**config.mk**
```make
export PLATFORM = sky130hd
export DESIGN_NAME = priority_leader_election_table
export DESIGN_NICKNAME = d
export VERILOG_FILES = /design/src/sv/plet_pkg.sv /design/src/sv/plet_ctrl.sv /design/src/sv/plet_dp.sv /design/src/sv/priority_leader_election_table.sv
export SDC_FILE = /design/constraint.sdc
export NUM_CORES = 1
export LEC_CHECK = 0
export BUFFER_PORTS_ARGS = -buffer_cell sky130_fd_sc_hd__buf_4
export CORE_MARGIN = 4
export CORE_UTILIZATION = 40
export DETAILED_ROUTE_END_ITERATION = 6
export PLACE_DENSITY = 0.61
export SKIP_LAST_GASP = 1
export SYNTH_ARGS = -nofsm -noshare
export SYNTH_HDL_FRONTEND = slang
export SYNTH_SLANG_ARGS = --single-unit
```
**constraint.sdc**
```tcl
create_clock -name i_clk -period 8.6 [get_ports i_clk]
set_clock_uncertainty 0.05 [all_clocks]
set_input_delay 2.15 -clock i_clk [delete_from_list [all_inputs] [get_ports i_clk]]
set_output_delay 2.15 -clock i_clk [all_outputs]
set_load 0.02 [all_outputs]
```
**src/sv/plet_pkg.sv**
```systemverilog
// ----------------------------------------------------------------------------
// plet_pkg
// Shared constants, command codes and control structs of the leader
// election table.
// ----------------------------------------------------------------------------
package plet_pkg;

    // Table size and derived widths
    localparam int MAX_MEMBERS = 8;
    localparam int IDX_W       = (MAX_MEMBERS > 1) ? $clog2(MAX_MEMBERS) : 1;
    localparam int CNT_W       = $clog2(MAX_MEMBERS + 1);
    localparam int CMP_W       = (CNT_W > 4) ? CNT_W : 4;

    // Command codes
    localparam logic [2:0] CMD_ADD      = 3'd0;
    localparam logic [2:0] CMD_REMOVE   = 3'd1;
    localparam logic [2:0] CMD_ELECT    = 3'd2;
    localparam logic [2:0] CMD_MARK_OFF = 3'd3;
    localparam logic [2:0] CMD_MARK_ON  = 3'd4;
    localparam logic [2:0] CMD_READ     = 3'd5;

    // Member state codes
    localparam logic [1:0] MS_OFFLINE   = 2'd0;
    localparam logic [1:0] MS_SECONDARY = 2'd1;
    localparam logic [1:0] MS_PRIMARY   = 2'd2;

    // Signed "no index" marker on the 4-bit result fields
    localparam logic signed [3:0] IDX_NONE = -4'sd1;

    // Controller to datapath
    typedef struct packed {
        logic load_in;
        logic exec;
        logic scan_step;
        logic apply;
        logic load_out;
    } t_dp_cmd;

    // Datapath to controller
    typedef struct packed {
        logic need_elect;
        logic scan_last;
        logic out_free;
    } t_dp_stat;

endpackage

```
**src/sv/plet_ctrl.sv**
```systemverilog
// ----------------------------------------------------------------------------
// plet_ctrl
// Sequencer: takes an item, runs the command, steps the election scan and
// hands the result to the output register.
// ----------------------------------------------------------------------------
module plet_ctrl (
    input  logic              i_clk,
    input  logic              i_rst_n,
    input  logic              i_in_valid,
    output logic              o_in_stall,
    input  plet_pkg::t_dp_stat i_stat,
    output plet_pkg::t_dp_cmd  o_cmd
);

    localparam logic [2:0] S_IDLE   = 3'd0;
    localparam logic [2:0] S_EXEC   = 3'd1;
    localparam logic [2:0] S_SCAN   = 3'd2;
    localparam logic [2:0] S_APPLY  = 3'd3;
    localparam logic [2:0] S_FINISH = 3'd4;

    logic [2:0] r_state;
    logic [2:0] n_state;

    // Only the idle state takes a new item
    assign o_in_stall = (r_state != S_IDLE);

    // Next state and commands
    always_comb begin
        n_state = r_state;
        o_cmd   = '0;
        unique case (r_state)
            S_IDLE: begin
                if (i_in_valid) begin
                    o_cmd.load_in = 1'b1;
                    n_state       = S_EXEC;
                end
            end
            S_EXEC: begin
                o_cmd.exec = 1'b1;
                n_state    = i_stat.need_elect ? S_SCAN : S_FINISH;
            end
            S_SCAN: begin
                o_cmd.scan_step = 1'b1;
                if (i_stat.scan_last) begin
                    n_state = S_APPLY;
                end
            end
            S_APPLY: begin
                o_cmd.apply = 1'b1;
                n_state     = S_FINISH;
            end
            S_FINISH: begin
                if (i_stat.out_free) begin
                    o_cmd.load_out = 1'b1;
                    n_state        = S_IDLE;
                end
            end
            default: begin
                n_state = S_IDLE;
            end
        endcase
    end

    // State register
    always_ff @(posedge i_clk) begin
        if (!i_rst_n) begin
            r_state <= S_IDLE;
        end else begin
            r_state <= n_state;
        end
    end

endmodule

```
**src/sv/plet_dp.sv**
```systemverilog
// ----------------------------------------------------------------------------
// plet_dp
// Member table, count and leader registers, election scan unit and the
// output register.
// ----------------------------------------------------------------------------
module plet_dp (
    input  logic                i_clk,
    input  logic                i_rst_n,
    input  logic                i_cfg_we,
    input  logic [2:0]          i_cfg_data,
    input  logic [2:0]          i_command,
    input  logic [3:0]          i_target_index,
    input  logic [7:0]          i_priority_req,
    input  logic [1:0]          i_new_state,
    input  logic                i_out_stall,
    input  plet_pkg::t_dp_cmd   i_cmd,
    output plet_pkg::t_dp_stat  o_stat,
    output logic                o_out_valid,
    output logic                o_status,
    output logic signed [3:0]   o_result_index,
    output logic signed [3:0]   o_primary_now,
    output logic [3:0]          o_count_now,
    output logic [3:0]          o_healthy_now,
    output logic                o_quorum,
    output logic                o_local_is_primary,
    output logic [1:0]          o_read_state,
    output logic [7:0]          o_read_priority
);

    localparam int MAXM  = plet_pkg::MAX_MEMBERS;
    localparam int IDX_W = plet_pkg::IDX_W;
    localparam int CNT_W = plet_pkg::CNT_W;
    localparam int CMP_W = plet_pkg::CMP_W;

    // Latched item
    logic [2:0]       r_cmd;
    logic [3:0]       r_tgt;
    logic [7:0]       r_prio;
    logic [1:0]       r_nst;

    // Configuration
    logic [2:0]       r_local;

    // Member table and bookkeeping
    logic [1:0]       r_mstat [MAXM];
    logic [1:0]       n_mstat [MAXM];
    logic [7:0]       r_mrank [MAXM];
    logic [7:0]       n_mrank [MAXM];
    logic [CNT_W-1:0] r_count, n_count;
    logic             r_lead_vld, n_lead_vld;
    logic [IDX_W-1:0] r_lead, n_lead;

    // Election scan
    logic [IDX_W-1:0] r_scan, n_scan;
    logic             r_best_vld, n_best_vld;
    logic [IDX_W-1:0] r_best, n_best;
    logic [7:0]       r_best_rank, n_best_rank;

    // Per-item result
    logic             r_err, n_err;
    logic             r_res_vld, n_res_vld;
    logic [IDX_W-1:0] r_res, n_res;
    logic [1:0]       r_rd_state, n_rd_state;
    logic [7:0]       r_rd_prio, n_rd_prio;

    // Output register
    logic             r_out_vld;

    logic             tgt_ok;
    logic [IDX_W-1:0] tgt_idx;
    logic             lead_is_tgt;
    logic [IDX_W-1:0] rd_addr;
    logic [1:0]       rd_stat;
    logic [7:0]       rd_rank;
    logic             rd_elig;
    logic [CNT_W-1:0] healthy;

    // Target checks
    assign tgt_ok      = CMP_W'(r_tgt) < CMP_W'(r_count);
    assign tgt_idx     = IDX_W'(r_tgt);
    assign lead_is_tgt = r_lead_vld && (CMP_W'(r_lead) == CMP_W'(r_tgt));

    // Single table read port: target during execute, scan pointer otherwise
    assign rd_addr = i_cmd.exec ? tgt_idx : r_scan;
    assign rd_stat = r_mstat[rd_addr];
    assign rd_rank = r_mrank[rd_addr];
    assign rd_elig = (rd_stat == plet_pkg::MS_PRIMARY) || (rd_stat == plet_pkg::MS_SECONDARY);

    // Status to the controller
    always_comb begin
        o_stat.scan_last = ((CNT_W'(r_scan) + CNT_W'(1)) == r_count);
        o_stat.out_free  = !r_out_vld || !i_out_stall;
        case (r_cmd)
            plet_pkg::CMD_ELECT:    o_stat.need_elect = (r_count != '0);
            plet_pkg::CMD_MARK_OFF: o_stat.need_elect = tgt_ok && lead_is_tgt;
            plet_pkg::CMD_MARK_ON:  o_stat.need_elect = tgt_ok && !r_lead_vld;
            default:                o_stat.need_elect = 1'b0;
        endcase
    end

    // Healthy members below the count
    always_comb begin
        healthy = '0;
        for (int i = 0; i < MAXM; i++) begin
            if ((CNT_W'(i) < r_count) && (r_mstat[i] != plet_pkg::MS_OFFLINE)) begin
                healthy = healthy + CNT_W'(1);
            end
        end
    end

    // Next-state logic of table, scan and result
    always_comb begin
        n_mstat     = r_mstat;
        n_mrank     = r_mrank;
        n_count     = r_count;
        n_lead_vld  = r_lead_vld;
        n_lead      = r_lead;
        n_scan      = r_scan;
        n_best_vld  = r_best_vld;
        n_best      = r_best;
        n_best_rank = r_best_rank;
        n_err       = r_err;
        n_res_vld   = r_res_vld;
        n_res       = r_res;
        n_rd_state  = r_rd_state;
        n_rd_prio   = r_rd_prio;

        if (i_cmd.exec) begin
            n_err      = 1'b0;
            n_res_vld  = 1'b0;
            n_rd_state = '0;
            n_rd_prio  = '0;
            n_scan     = '0;
            n_best_vld = 1'b0;
            case (r_cmd)
                plet_pkg::CMD_ADD: begin
                    if (r_count == CNT_W'(MAXM)) begin
                        n_err = 1'b1;
                    end else begin
                        n_mstat[IDX_W'(r_count)] = plet_pkg::MS_OFFLINE;
                        n_mrank[IDX_W'(r_count)] = r_prio;
                        n_res_vld = 1'b1;
                        n_res     = IDX_W'(r_count);
                        n_count   = r_count + CNT_W'(1);
                    end
                end
                plet_pkg::CMD_REMOVE: begin
                    if (!tgt_ok) begin
                        n_err = 1'b1;
                    end else begin
                        // close the gap: entries above the target move down
                        for (int i = 0; i < MAXM - 1; i++) begin
                            if (CMP_W'(i) >= CMP_W'(r_tgt)) begin
                                n_mstat[i] = r_mstat[i+1];
                                n_mrank[i] = r_mrank[i+1];
                            end
                        end
                        n_count = r_count - CNT_W'(1);
                        if (lead_is_tgt) begin
                            n_lead_vld = 1'b0;
                        end else if (r_lead_vld && (CMP_W'(r_lead) > CMP_W'(r_tgt))) begin
                            n_lead = r_lead - IDX_W'(1);
                        end
                    end
                end
                plet_pkg::CMD_ELECT: begin
                    if (r_count == '0) begin
                        n_err = 1'b1;
                    end
                end
                plet_pkg::CMD_MARK_OFF: begin
                    if (!tgt_ok) begin
                        n_err = 1'b1;
                    end else begin
                        n_mstat[tgt_idx] = plet_pkg::MS_OFFLINE;
                    end
                end
                plet_pkg::CMD_MARK_ON: begin
                    if (!tgt_ok) begin
                        n_err = 1'b1;
                    end else begin
                        n_mstat[tgt_idx] = r_nst;
                    end
                end
                plet_pkg::CMD_READ: begin
                    if (!tgt_ok) begin
                        n_err = 1'b1;
                    end else begin
                        n_rd_state = rd_stat;
                        n_rd_prio  = rd_rank;
                    end
                end
                default: begin
                end
            endcase
        end

        // One member per cycle; strict compare keeps the lowest index on a tie
        if (i_cmd.scan_step) begin
            if (rd_elig && (!r_best_vld || (rd_rank > r_best_rank))) begin
                n_best_vld  = 1'b1;
                n_best      = r_scan;
                n_best_rank = rd_rank;
            end
            n_scan = r_scan + IDX_W'(1);
        end

        // Promote the winner, demote every other primary
        if (i_cmd.apply) begin
            if (r_best_vld) begin
                for (int i = 0; i < MAXM; i++) begin
                    if (IDX_W'(i) == r_best) begin
                        n_mstat[i] = plet_pkg::MS_PRIMARY;
                    end else if (r_mstat[i] == plet_pkg::MS_PRIMARY) begin
                        n_mstat[i] = plet_pkg::MS_SECONDARY;
                    end
                end
                n_lead_vld = 1'b1;
                n_lead     = r_best;
                if (r_cmd == plet_pkg::CMD_ELECT) begin
                    n_res_vld = 1'b1;
                    n_res     = r_best;
                end
            end else if (r_cmd == plet_pkg::CMD_ELECT) begin
                n_err = 1'b1;
            end
        end
    end

    // Control registers
    always_ff @(posedge i_clk) begin
        if (!i_rst_n) begin
            r_local    <= '0;
            r_count    <= '0;
            r_lead_vld <= 1'b0;
            r_best_vld <= 1'b0;
            r_out_vld  <= 1'b0;
            for (int i = 0; i < MAXM; i++) begin
                r_mstat[i] <= plet_pkg::MS_OFFLINE;
            end
        end else begin
            if (i_cfg_we) begin
                r_local <= i_cfg_data;
            end
            r_count    <= n_count;
            r_lead_vld <= n_lead_vld;
            r_best_vld <= n_best_vld;
            r_mstat    <= n_mstat;
            if (i_cmd.load_out) begin
                r_out_vld <= 1'b1;
            end else if (!i_out_stall) begin
                r_out_vld <= 1'b0;
            end
        end
    end

    // Payload registers
    always_ff @(posedge i_clk) begin
        if (i_cmd.load_in) begin
            r_cmd  <= i_command;
            r_tgt  <= i_target_index;
            r_prio <= i_priority_req;
            r_nst  <= i_new_state;
        end
        r_mrank     <= n_mrank;
        r_lead      <= n_lead;
        r_scan      <= n_scan;
        r_best      <= n_best;
        r_best_rank <= n_best_rank;
        r_err       <= n_err;
        r_res_vld   <= n_res_vld;
        r_res       <= n_res;
        r_rd_state  <= n_rd_state;
        r_rd_prio   <= n_rd_prio;
        if (i_cmd.load_out) begin
            o_status           <= r_err;
            o_result_index     <= r_res_vld ? 4'(r_res) : plet_pkg::IDX_NONE;
            o_primary_now      <= r_lead_vld ? 4'(r_lead) : plet_pkg::IDX_NONE;
            o_count_now        <= 4'(r_count);
            o_healthy_now      <= 4'(healthy);
            o_quorum           <= (healthy > (r_count >> 1));
            o_local_is_primary <= r_lead_vld && (CMP_W'(r_local) == CMP_W'(r_lead));
            o_read_state       <= r_rd_state;
            o_read_priority    <= r_rd_prio;
        end
    end

    assign o_out_valid = r_out_vld;

endmodule

```
**src/sv/priority_leader_election_table.sv**
```systemverilog
// ----------------------------------------------------------------------------
// priority_leader_election_table
// Compacted member table with priority election, quorum and leader tracking.
//
//   channel  | valid       | stall        | payload
//   ---------+-------------+--------------+----------------------------------
//   in       | i_in_valid  | o_in_stall   | command, target, priority, state
//   out      | o_out_valid | i_out_stall  | status, indices, counts, read data
//   cfg      | i_cfg_we    | -            | i_cfg_data (local index)
//
// Without election an item passes the execute and finish steps, and the result
// is registered at the finish step. With election a scan step and an apply step
// come between: the scan reads one member a cycle through the single table read
// port, then the apply step promotes the winner.
// A new item is taken once the result sits in the output register, even if
// the output is stalled; a stalled output holds the sequencer at its last
// step. Synchronous active-low reset empties the table and clears the leader.
// ----------------------------------------------------------------------------
module priority_leader_election_table (
    input  logic              i_clk,
    input  logic              i_rst_n,
    input  logic              i_cfg_we,
    input  logic [2:0]        i_cfg_data,
    input  logic              i_in_valid,
    output logic              o_in_stall,
    input  logic [2:0]        i_command,
    input  logic [3:0]        i_target_index,
    input  logic [7:0]        i_priority_req,
    input  logic [1:0]        i_new_state,
    output logic              o_out_valid,
    input  logic              i_out_stall,
    output logic              o_status,
    output logic signed [3:0] o_result_index,
    output logic signed [3:0] o_primary_now,
    output logic [3:0]        o_count_now,
    output logic [3:0]        o_healthy_now,
    output logic              o_quorum,
    output logic              o_local_is_primary,
    output logic [1:0]        o_read_state,
    output logic [7:0]        o_read_priority
);

    plet_pkg::t_dp_cmd  dp_cmd;
    plet_pkg::t_dp_stat dp_stat;

    // Sequencer
    plet_ctrl u_ctrl (
        .i_clk      (i_clk),
        .i_rst_n    (i_rst_n),
        .i_in_valid (i_in_valid),
        .o_in_stall (o_in_stall),
        .i_stat     (dp_stat),
        .o_cmd      (dp_cmd)
    );

    // Table and result datapath
    plet_dp u_dp (
        .i_clk              (i_clk),
        .i_rst_n            (i_rst_n),
        .i_cfg_we           (i_cfg_we),
        .i_cfg_data         (i_cfg_data),
        .i_command          (i_command),
        .i_target_index     (i_target_index),
        .i_priority_req     (i_priority_req),
        .i_new_state        (i_new_state),
        .i_out_stall        (i_out_stall),
        .i_cmd              (dp_cmd),
        .o_stat             (dp_stat),
        .o_out_valid        (o_out_valid),
        .o_status           (o_status),
        .o_result_index     (o_result_index),
        .o_primary_now      (o_primary_now),
        .o_count_now        (o_count_now),
        .o_healthy_now      (o_healthy_now),
        .o_quorum           (o_quorum),
        .o_local_is_primary (o_local_is_primary),
        .o_read_state       (o_read_state),
        .o_read_priority    (o_read_priority)
    );

endmodule

```
# After elaboration in Yosys (flattened, before gate mapping)
# Index checks and enable logic that the tools add are counted.
# classes
n_addsub	12
n_mul	0
n_div	0
n_lt_le_gt_ge	24
eq_ne	43
shifts	0
muxes	123
n_bitwise	8
n_reduce_logical	52
# ops
cell	count
56-bit one-hot mux with 2 select lines	1
16-bit two-way mux	6
8-bit two-way mux	10
64-bit bitwise mux	1
64-bit two-way mux	1
3-bit two-way mux	20
56-bit two-way mux	1
14-bit one-hot mux with 4 select lines	1
2-bit two-way mux	27
4-bit two-way mux	11
5-bit AND reduction	7
16-bit AND	2
1-bit two-way mux	32
16-bit inverter	2
4-bit by 1-bit adder with 4-bit output, second input constant	7
8-bit binary-select mux with 3-bit select	1
8-bit demux with 3-bit select	1
2-bit nonzero test	10
2-bit equality test, second input constant	9
2-bit by 1-bit inequality test with 1-bit output, second input constant	9
16-bit bitwise mux	1
1-bit logical AND	16
3-bit by 4-bit < comparator with 1-bit output, first input constant	4
3-bit one-hot mux with 5 select lines	1
other kinds (46)	81
# word_totals
register_bits	171
latch_bits	0
ram_bits	0
mem_bits_ro	0
inputBits	25
output_inout_bits	31
mem_count	0

# Logic depth before layout (Yosys ltp)
# Gate-level depths: netlist of run 1.
# depth
ltp_word	18
depth_mapped	28
mapped_depth_nobuf	26

# By module
# From an unflattened synthesis of run 1, not the netlist that was laid out.
# unflattened
cells_unflattened	845
area_unflattened_um2	9386.5
# by_module_without_submodules
module	n_inst	cells_per_inst	area_per_inst_um2	seq_area_each_um2
plet_dp	1	817	9176.3	4704.5
plet_ctrl	1	28	210.2	60.1

# Worst setup path before layout of run 1
# Ideal clock, no wire load.
# synth_path
path_type	reg2reg
start	register u_dp.r_count[1]
end	register u_dp.o_quorum (data pin)
setup_ns	0.260
arrival_ns	5.525
slack_ns	2.765
path_stages_with_launch	29
path_buffers	3
period_less_slack_ns	5.835
cell_sequence	dfxtp_1 clkbuf_1 inv_1 ha_1 clkbuf_1 nor2_1 o32ai_1 inv_1 ha_1 clkbuf_1 xnor2_1 ha_1 or3_1 o211ai_1 xnor2_1 mux2i_1 ha_1 or2_1 a21oi_1 a211o_4 ha_1 nor2_1 nor2_1 ha_1 nor2b_1 o21a_1 o21ai_0 nand2b_1 mux2_4
# synth_via
elab_chain_len	18
elab_cells_between_ends	32
cone_classes	add/sub: 7; order compare: 9; mux: 8; reduce/logical: 8
# synth_rtl
element	line_no	rtl
from (decl)	plet_dp.sv:49	logic [CNT_W-1:0] r_count, n_count;
from (signal assigned)	plet_dp.sv:245	r_count <= n_count;
1-bit by 4-bit < comparator with 1-bit output	plet_dp.sv:105	if ((CNT_W'(i) < r_count) && (r_mstat[i] != plet_pkg::MS_OFFLINE)) begin
1-bit logical AND	plet_dp.sv:105	
1-bit two-way mux	plet_dp.sv:105	
1-bit by 1-bit adder with 2-bit output	plet_dp.sv:106	healthy = healthy + CNT_W'(1);
4-bit two-way mux	plet_dp.sv:105	
4-bit by 1-bit adder with 4-bit output	plet_dp.sv:106	
4-bit two-way mux	plet_dp.sv:105	
4-bit by 1-bit adder with 4-bit output	plet_dp.sv:106	
[... 3 more ...]	n/a	
4-bit by 1-bit adder with 4-bit output	plet_dp.sv:106	
4-bit two-way mux	plet_dp.sv:105	
4-bit by 1-bit adder with 4-bit output	plet_dp.sv:106	
4-bit two-way mux	plet_dp.sv:105	
4-bit by 1-bit adder with 4-bit output	plet_dp.sv:106	
4-bit two-way mux (*)	plet_dp.sv:105	
named net u_dp.healthy[1]	plet_dp.sv:76	logic [CNT_W-1:0] healthy;
4-bit by 3-bit greater-than comparator with 1-bit output (*)	plet_dp.sv:281	o_quorum <= (healthy > (r_count >> 1));
to (signal assigned)	plet_dp.sv:281	
to (decl)	plet_dp.sv:24	output logic o_quorum,
# The timed path passes the listed nets; every way through them passes the cells marked *.
# A chain may end at the register's enable or synchronous reset.

# Worst setup path after layout of run 1
# Ends and elaborated chain as after synthesis.

==> results of run 1 <==
==> worst max-delay path, stage by stage, from the launching register on <==
cell and delay, ps:
dfxtp_1 450, inv_1 260, ha_1 360, nor2_1 100
o32ai_1 400, inv_1 130, ha_1 430, xnor2_1 260
ha_1 300, or3_1 370, o211ai_1 100, xnor2_1 160
mux2i_1 140, ha_1 320, or2_1 220, a21oi_1 180
a211o_4 150, ha_1 230, nor2_1 100, nor2_1 80
ha_1 290, nor2b_1 130, o21a_1 160, o21ai_0 200
nand2_1 80, mux2_4 270
==> metal layers <==
metal	GRT usage	part of all wire	vias up
met5	0	0	-
met4	0.05286	0.023	0
met3	0.04401	0.087	42
met2	0.2585	0.41	306
met1	0.2633	0.48	3205
li1	-	-	3228
==> report_power, final <==
group	internal [mW]	total, mW	switching, mW
logic	0.0648	0.160	0.0950
clock network	0.416	0.781	0.365
registers	0.911	0.933	0.0219
total	1.39	1.87	0.482
==> worst min path at each step <==
stage	start	endpoint	slack (ps)	cells past startpoint
after floorplan	u_dp.r_rd_prio[0]	u_dp.o_read_priority[0]	350	0
after global placement	u_dp.r_rd_prio[5]	u_dp.o_read_priority[5]	350	0
after detailed placement	u_dp.r_rd_prio[5]	u_dp.o_read_priority[5]	360	0
after CTS	u_dp.r_rd_prio[5]	u_dp.o_read_priority[5]	370	0
after global routing	u_dp.r_rd_state[0]	u_dp.o_read_state[0]	380	0
final	u_dp.r_rd_prio[5]	u_dp.o_read_priority[5]	370	0
==> cell usage after synthesis, types with 3 or more instances <==
library cell / count / area, µm²
nand3_1: 17 / 85.08
a31oi_1: 8 / 50.05
buf_1: 5 / 18.77
a22oi_1: 7 / 52.55
and3_1: 8 / 50.05
clkbuf_1: 28 / 105.1
a2111oi_0: 3 / 26.28
nor4_1: 6 / 37.54
a32oi_1: 8 / 70.07
and2_1: 6 / 37.54
nand3b_1: 4 / 30.03
ha_1: 30 / 375.4
a22o_1: 24 / 210.2
nor3_1: 18 / 90.09
mux2i_1: 16 / 160.2
a21o_1: 9 / 67.56
o211a_1: 4 / 40.04
nand2_1: 94 / 352.8
xor2_1: 7 / 61.31
o21a_1: 7 / 52.55
dfxtp_1: 37 / 740.7
a21oi_1: 38 / 190.2
mux2_2: 8 / 90.09
o22ai_1: 4 / 25.02
nor2b_1: 12 / 75.07
edfxtp_1: 134 / 4024
o21ai_0: 56 / 280.3
o211ai_1: 4 / 30.03
o22a_1: 3 / 26.28
nand4_1: 6 / 37.54
mux4_2: 20 / 450.4
nand2b_1: 16 / 100.1
inv_1: 28 / 105.1
xnor2_1: 18 / 157.7
or3_1: 6 / 37.54
buf_2: 4 / 20.02
a211oi_1: 14 / 105.1
nor2_1: 72 / 270.3
==> layout make-up <==
| cell class | instances | area (µm²) |
|---|---|---|
| clock buffers | 17 | 425.4 |
| clock inverters | 15 | 180.2 |
| fillers | 2094 | 12060 |
| inverters | 30 | 112.6 |
| multi-input cells | 586 | 4139 |
| flip-flops and latches | 171 | 4765 |
| well taps | 285 | 356.6 |
| repair buffers | 71 | 533.0 |
==> state kept, by name, indices dropped and copies added (netlist names), 8 cells and up <==
name,cells
u_dp.r_mstat,16
u_dp.r_best_rank,8
u_dp.r_mrank,64
u_dp.o_read_priority,8
u_dp.r_rd_prio,8
u_dp.r_prio,8
==> metrics by stage <==
step | util | instance area, µm²
2_1_floorplan | - | 9150
3_3_place_gp | 0.4389 | 9906
3_5_place_dp | 0.4389 | 9906
4_1_cts | 0.4657 | 10510
5_1_grt | 0.4657 | 10510
6_report | 0.4657 | 10510
==> cell families after synthesis <==
family | count (synthesis)
buf+inv | 69
mux | 45
simple gates | 270
flops | 171
compound gates | 213
xor+xnor | 28
fa+ha+maj | 30
==> flow_summary.toml, run 1 <==
[run_status]
status = "finished clean"

[drt]
vias_per_cell = 5.771
wl_mm = 22.30
first_pass_iters = 6
detail_route.wl_per_cell_um = 18.98
ant_nets = 0
num_vias = 6781
drtIter0Drc = 809
drc = 0

[sta]
worstMarginPinSlew_ps = 1052
hold_ws_ps = 370.2
setup_ws_ps = 2419
period_share = 0.7187
rsz0062_at_grt = "no"
setup_violations = 0
setup_tns_ps = 0
fin_crit_ps = 6181
fmax_mhz = 161.8
slew_headroom = 0.2809
final_hold_viol_count = 0
drv_slew = 0

[synthesis]
muxShareOfSynthArea = 0.07822
synth_edf_count = 134
yosysSeqAreaShare = 0.5207
ys_warn_count = 0
netlist_instances = 826
ys_seq_elements = 171
synth_cell_types = 69
synth-simple-area-share = 0.1358
syn-num-nets = 881
synth_compound_area_frac = 0.1622
netlist_area_um2 = 9150
synth_adder_area_share = 0.04102
synth.avg_cell_area_um2 = 11.08
synth_xor_area_frac = 0.03200
ys.flop_type = "edfxtp_1"
async_flop_share = 0
synth_top_family_by_area = "compound AO/OA/AOI/OAI gates"

[cts]
cts_tree = "yes"
clock-root-buffer = "clkbuf_16"
cts_inserted_buffers = 17
h-tree-depth = 4
clk_path_buf_depth = 2
cts_resized = 0
clock_latency_ps = 440
postCtsSetupRepairBufs = 0
clkTransAtPathRegs_ps = 70
hold_buffers = 0
clkSinkCount = 171

[worst_setup_path]
required_ps = 8740
reg2reg_to = "u_dp.o_quorum"
arrival_ps = 6320
reg2reg_depth = 25
cp-endpoint = "u_dp.o_quorum"
reg2reg_from = "u_dp.r_count[1]"
cp-end-kind = "register"
start_kind = "register"
critPathKind = "reg -> reg"
crit_fanout = 11
r2r_setup_slack_ps = 2420
critPathLaunch = "u_dp.r_count[1]"

[grt]
grt_max_degree = 68
grt_pass1_wl_mm = 35.89
grt_use_total = 0.1776
grt-ovfl-total = 0
grt_antenna_before_repair = 0
first_global_vias = 6495

[cells_and_area]
area_growth_pct = 14.88
final_cells = 1175
layout_common_cells = "edfxtp_1, nand2_1, nor2_1"
nets = 932
drive_gt1_frac = 0.1618
diodes = 0
final_common_cell = "edfxtp_1"

[place]
numPlacedInstances = 1143
hpwlAfterDp_mm = 16.07
gp_congestion = 0.8673
numPortBuffers = 55
pre_cts_ws_ps = 2411

[job]
maxCapViolations = 0

[pwr]
p_total_mw = 1.873
peakVddDrop_mv = 0.1290
power_density_nw_per_um2 = 178.2
leakagePower_nw = 3.794

[floorplan]
die_h_um = 159.2
start_util = 0.4054
core_area_um2 = 22570
row_count = 55
fp.dieW_um = 159.2
io_pins = 56
fp.dieArea_um2 = 25360

[worst_hold_path]
hp-class = "reg -> reg"
No activity file was read; power rests on OpenSTA's default activity.
==> run 2, diff against run 1 <==
Clock period 8.6 ns to 5.7 ns, I/O delays scaled along.
==> run 2 against run 1 <==
Via count rose by 0.94%. Cell area increased by 0.94%. Setup slack worse by 2100 ps. Utilization is 0.44 points higher. Fmax up 15%. Critical endpoint unchanged. Largest cell class unchanged.
==> flow_summary.toml, run 2 (synthesis gave the netlist of run 1 again) <==
[run_status]
status = "finished clean"

[drt]
detail_route.wl_per_cell_um = 18.92
num_vias = 6845
wl_mm = 22.42
drtIter0Drc = 582
first_pass_iters = 6
ant_nets = 0
vias_per_cell = 5.776
drc = 0

[grt]
first_global_vias = 6616
grt-ovfl-total = 0
grt_pass1_wl_mm = 35.97
grt_max_degree = 68
grt_use_total = 0.1762
grt_antenna_before_repair = 0

[place]
pre_cts_ws_ps = 273.3
placed_area_um2 = 9988
gp_congestion = 0.9272
hpwlAfterDp_mm = 16.54
numPortBuffers = 55

[floorplan]
row_count = 55
io_pins = 56
core_area_um2 = 22570
start_util = 0.4054
die_h_um = 159.2
fp.dieW_um = 159.2
fp.dieArea_um2 = 25360

[worst_setup_path]
required_ps = 5820
critPathKind = "reg -> reg"
critPathLaunch = "u_dp.r_count[1]"
reg2reg_from = "u_dp.r_count[1]"
crit_fanout = 4
arrival_ps = 5520
cp-end-kind = "register"
start_kind = "register"

[cells_and_area]
drive_gt1_frac = 0.1733
regArea_um2 = 4765
top_register = "u_dp.r_mrank"
final_common_cell = "edfxtp_1"
area_growth_pct = 15.96
finish.utilization = 0.4701
multiInputGateArea_um2 = 4158
largest_reg_flops = 64
diodes = 0
largestRegisters = "u_dp.r_mrank: 64 flops, u_dp.r_mstat: 16 flops"
layout_common_cells = "edfxtp_1, nand2_1, buf_4"
nets = 942
num-fill-cells = 2078
design_area_um2 = 10610

[sta]
setup_violations = 0
period_share = 0.9459
worstMarginPinSlew_ps = 1233
setup_ws_ps = 308.3
fmax_mhz = 185.5
slew_headroom = 0.1732
final_hold_viol_count = 0
drv_slew = 0
fin_crit_ps = 5392

[cts]
clkSinkCount = 171
clock_latency_ps = 430
clock-root-buffer = "clkbuf_16"
hold_buffers = 0
cts_inserted_buffers = 17
h-tree-depth = 4
postCtsSetupRepairBufs = 0
clk_path_buf_depth = 2
clkTransAtPathRegs_ps = 60
cts_resized = 0
cts_tree = "yes"

[pwr]
clkPwrFrac = 0.422
p_sw_frac = 0.2404
p_total_mw = 2.864
comb_power_share = 0.086
power_density_nw_per_um2 = 269.9
peakVddDrop_mv = 0.1908
p_int_mw = 2.175
p_sw_mw = 0.6885
seqPwrFrac = 0.491
leakagePower_nw = 3.853

[worst_hold_path]
hold_path.startpoint = "u_dp.r_rd_state[0]"
hp-class = "reg -> reg"

[job]
maxCapViolations = 0
==> run 2: changes by cell type in the layout (fill, tap and decap cells not counted), moves of 2 or more <==
cell,previous run,this run
o21ai_0,56,54
clkinv_8,3,0
buf_4,71,81
bufinv_16,1,3
clkinv_2,0,2
o21ai_1,0,2
==> run 2: cell type report <==
class,instances,area share
multi-input combinational,586,0.3919
inverter,30,0.01061
tap,285,0.03361
clock inverter,15,0.01745
sequential,171,0.4491
clock buffer,17,0.04009
timing repair buffer,81,0.05731
==> run 2: metal layers <==
layer,track usage,part of all wire,vias to the layer above
met1,0.2579,0.46,3262
met5,0,0,-
li1,-,-,3245
met3,0.03702,0.083,36
met2,0.2620,0.43,302
met4,0.05838,0.023,0
==> run 2: worst max-delay path, stage by stage, from the launching register on <==
cell and delay [ps]:
dfxtp_1 320, inv_1 100, ha_1 220, nor2_1 80, o32ai_2 280, inv_1 110
ha_1 340, xnor2_2 160, ha_1 340, or3_1 380, o211ai_1 100, xnor2_1 190
mux2i_2 140, ha_1 320, or2_1 220, a21oi_1 170, a211o_4 150, ha_1 230
nor2_1 100, nor2_1 70, ha_1 280, nor2b_1 130, o21a_1 160, o21ai_1 150
nand2_1 80, mux2_4 270
==> run 2: stage by stage <==
stage               TNS (ps)  std cells  hold WS (ps)
CTS                        0       1185         370.5
global route          -25.27       1185         376.0
detailed placement         0       1153         354.5
floorplan                  0        826         350.3
global placement           0       1153         353.3
finish                     0       1185         369.3
==> run 2: final timing paths <==
check,to,slack (ps),depth (start not counted)
worst min register to register,u_dp.o_read_state[0],370,0
worst min-delay path,u_dp.o_read_state[0],370,0
worst max-delay path,u_dp.o_quorum,310,25
worst max register to register,u_dp.o_quorum,310,25
==> run 2: power groups by stage <==
stage               Combinational, mW  Clock [mW]  Sequential [mW]
CTS                             0.247        1.23             1.41
finish                          0.248        1.21             1.41
detailed placement              0.246           0             1.43
global placement                0.242           0             1.43
global route                    0.272        1.29             1.41
floorplan                       0.165           0             1.42
==> run 3, diff against run 2 <==
Settings changed: RECOVER_POWER set to 25.
Clock period 5.7 ns to 6.8 ns, I/O delays scaled along.
==> run 3 against run 2 <==
Critical path depth unchanged. Via count decreased by 1.2%. Flip-flop and latch count unchanged. Sequential power decreased by 16%. First-iteration DRC count increased by 11%. Routed wire length increased by 0.60%. Critical path type unchanged. Clock power decreased by 12%. Non-clock buffer count decreased by 11. Fmax decreased by 13%. Highest routed layer unchanged. Die area unchanged. Count of clock-buffer cells in the layout unchanged.
==> flow_summary.toml, run 3 (synthesis gave the netlist of run 1 again) <==
[cells_and_area]
final_cells = 1174
design_area_um2 = 10530
top_register = "u_dp.r_mrank"
nets = 931
area_growth_pct = 15.12
final_common_cell = "edfxtp_1"
num-fill-cells = 2117
diodes = 0
layout_common_cells = "edfxtp_1, nand2_1, nor2_1"
largestRegisters = "u_dp.r_mrank: 64 flops, u_dp.r_mstat: 16 flops"
drive_gt1_frac = 0.1597
largest_reg_flops = 64

[worst_setup_path]
crit_fanout = 11
critPathTopFamily = "adder cells"
critPathSlowestCell = "dfxtp_1"
required_ps = 6930
critPathKind = "reg -> reg"
path_buf_inv = 2
cpPeakStageDelay_ps = 450
cp-end-kind = "register"
arrival_ps = 6340
cp_common_cell = "ha_1"
start_kind = "register"

[grt]
first_global_vias = 6571
grt-ovfl-total = 0
grt_use_total = 0.1795
grt_pass1_wl_mm = 36.40
grt_max_degree = 68
grt_antenna_before_repair = 0

[cts]
clock_latency_ps = 430
cts_inserted_buffers = 17
clkTransAtPathRegs_ps = 70
h-tree-depth = 4
clock-root-buffer = "clkbuf_16"
postCtsSetupRepairBufs = 0
hold_buffers = 0
cts_tree = "yes"
clk_path_buf_depth = 2
cts_resized = 0
clkSinkCount = 171

[place]
placed_area_um2 = 9903
numPlacedInstances = 1142
gp_congestion = 0.8717
hpwlAfterDp_mm = 16.20
numPortBuffers = 55

[pwr]
peakVddDrop_mv = 0.1514
power_density_nw_per_um2 = 232.0
leakagePower_nw = 3.801
p_total_mw = 2.444

[drt]
wl_mm = 22.56
drc = 0
first_pass_iters = 5
ant_nets = 0
detail_route.wl_per_cell_um = 19.21
num_vias = 6760
drtIter0Drc = 644
vias_per_cell = 5.758

[floorplan]
core_area_um2 = 22570
die_h_um = 159.2
start_util = 0.4054
io_pins = 56
row_count = 55
fp.dieW_um = 159.2
fp.dieArea_um2 = 25360

[sta]
period_share = 0.9130
fmax_mhz = 161.1
rsz0062_at_grt = "no"
drv_slew = 0
setup_tns_ps = 0
worstMarginPinSlew_ps = 1321
setup_violations = 0
fin_crit_ps = 6209
slew_headroom = 0.1194
final_hold_viol_count = 0

[run_status]
status = "finished clean"

[job]
maxCapViolations = 0

[worst_hold_path]
hp-class = "reg -> reg"
-- run 3: path summary, 6_finish.rpt --
check | startpoint | to | slack (ps) | cells past startpoint
worst min-delay path | u_dp.r_rd_prio[4] | u_dp.o_read_priority[4] | 370 | 0
worst min register to register | u_dp.r_rd_prio[4] | u_dp.o_read_priority[4] | 370 | 0
worst max register to register | u_dp.r_count[1] | u_dp.o_quorum | 590 | 25
worst max-delay path | u_dp.r_count[1] | u_dp.o_quorum | 590 | 25
-- run 3: per-stage QoR --
stage	hold slack, ps	setup WS [ps]	util
after floorplan	350.3	965.1	-
after global placement	352.8	815.9	0.4387
after detailed placement	357.2	610.5	0.4387
after CTS	366.2	608.5	0.4670
after global routing	377.4	102.7	0.4667
final	367.5	591.5	0.4667
-- run 3: power breakdown --
group / internal, mW / total (mW) / switching, mW / leakage, nW
Sequential: 1.15 / 1.18 / 0.0279 / 1.52
Clock: 0.625 / 1.06 / 0.435 / 0.312
Combinational: 0.0810 / 0.203 / 0.122 / 1.96
Total: 1.86 / 2.44 / 0.585 / 3.80
-- run 3: metal layers --
layer | GRT usage | up-vias | share of wire
met5 | 0 | - | 0
met4 | 0.05838 | 0 | 0.024
met3 | 0.04375 | 38 | 0.081
met2 | 0.2551 | 292 | 0.42
met1 | 0.2697 | 3204 | 0.48
li1 | - | 3226 | -
-- run 3: worst register-to-register path, delay by kind of cell (launching register included) --
family / cells / cell delay, ps
compound gates: 6 / 1190
xor+xnor: 2 / 440
fa+ha+maj: 6 / 1940
buf+inv: 2 / 380
flops: 1 / 450
mux: 2 / 410
simple gates: 7 / 1100
-- run 3: layout make-up --
type,instances,area (µm²),share of cell area
Clock buffer,17,425.4,0.04038
Clock inverter,15,212.7,0.02019
Inverter,30,112.6,0.01069
Multi-Input combinational cell,586,4144,0.3934
Sequential cell,171,4765,0.4523
Tap cell,285,356.6,0.03385
Timing Repair Buffer,70,518.0,0.04917
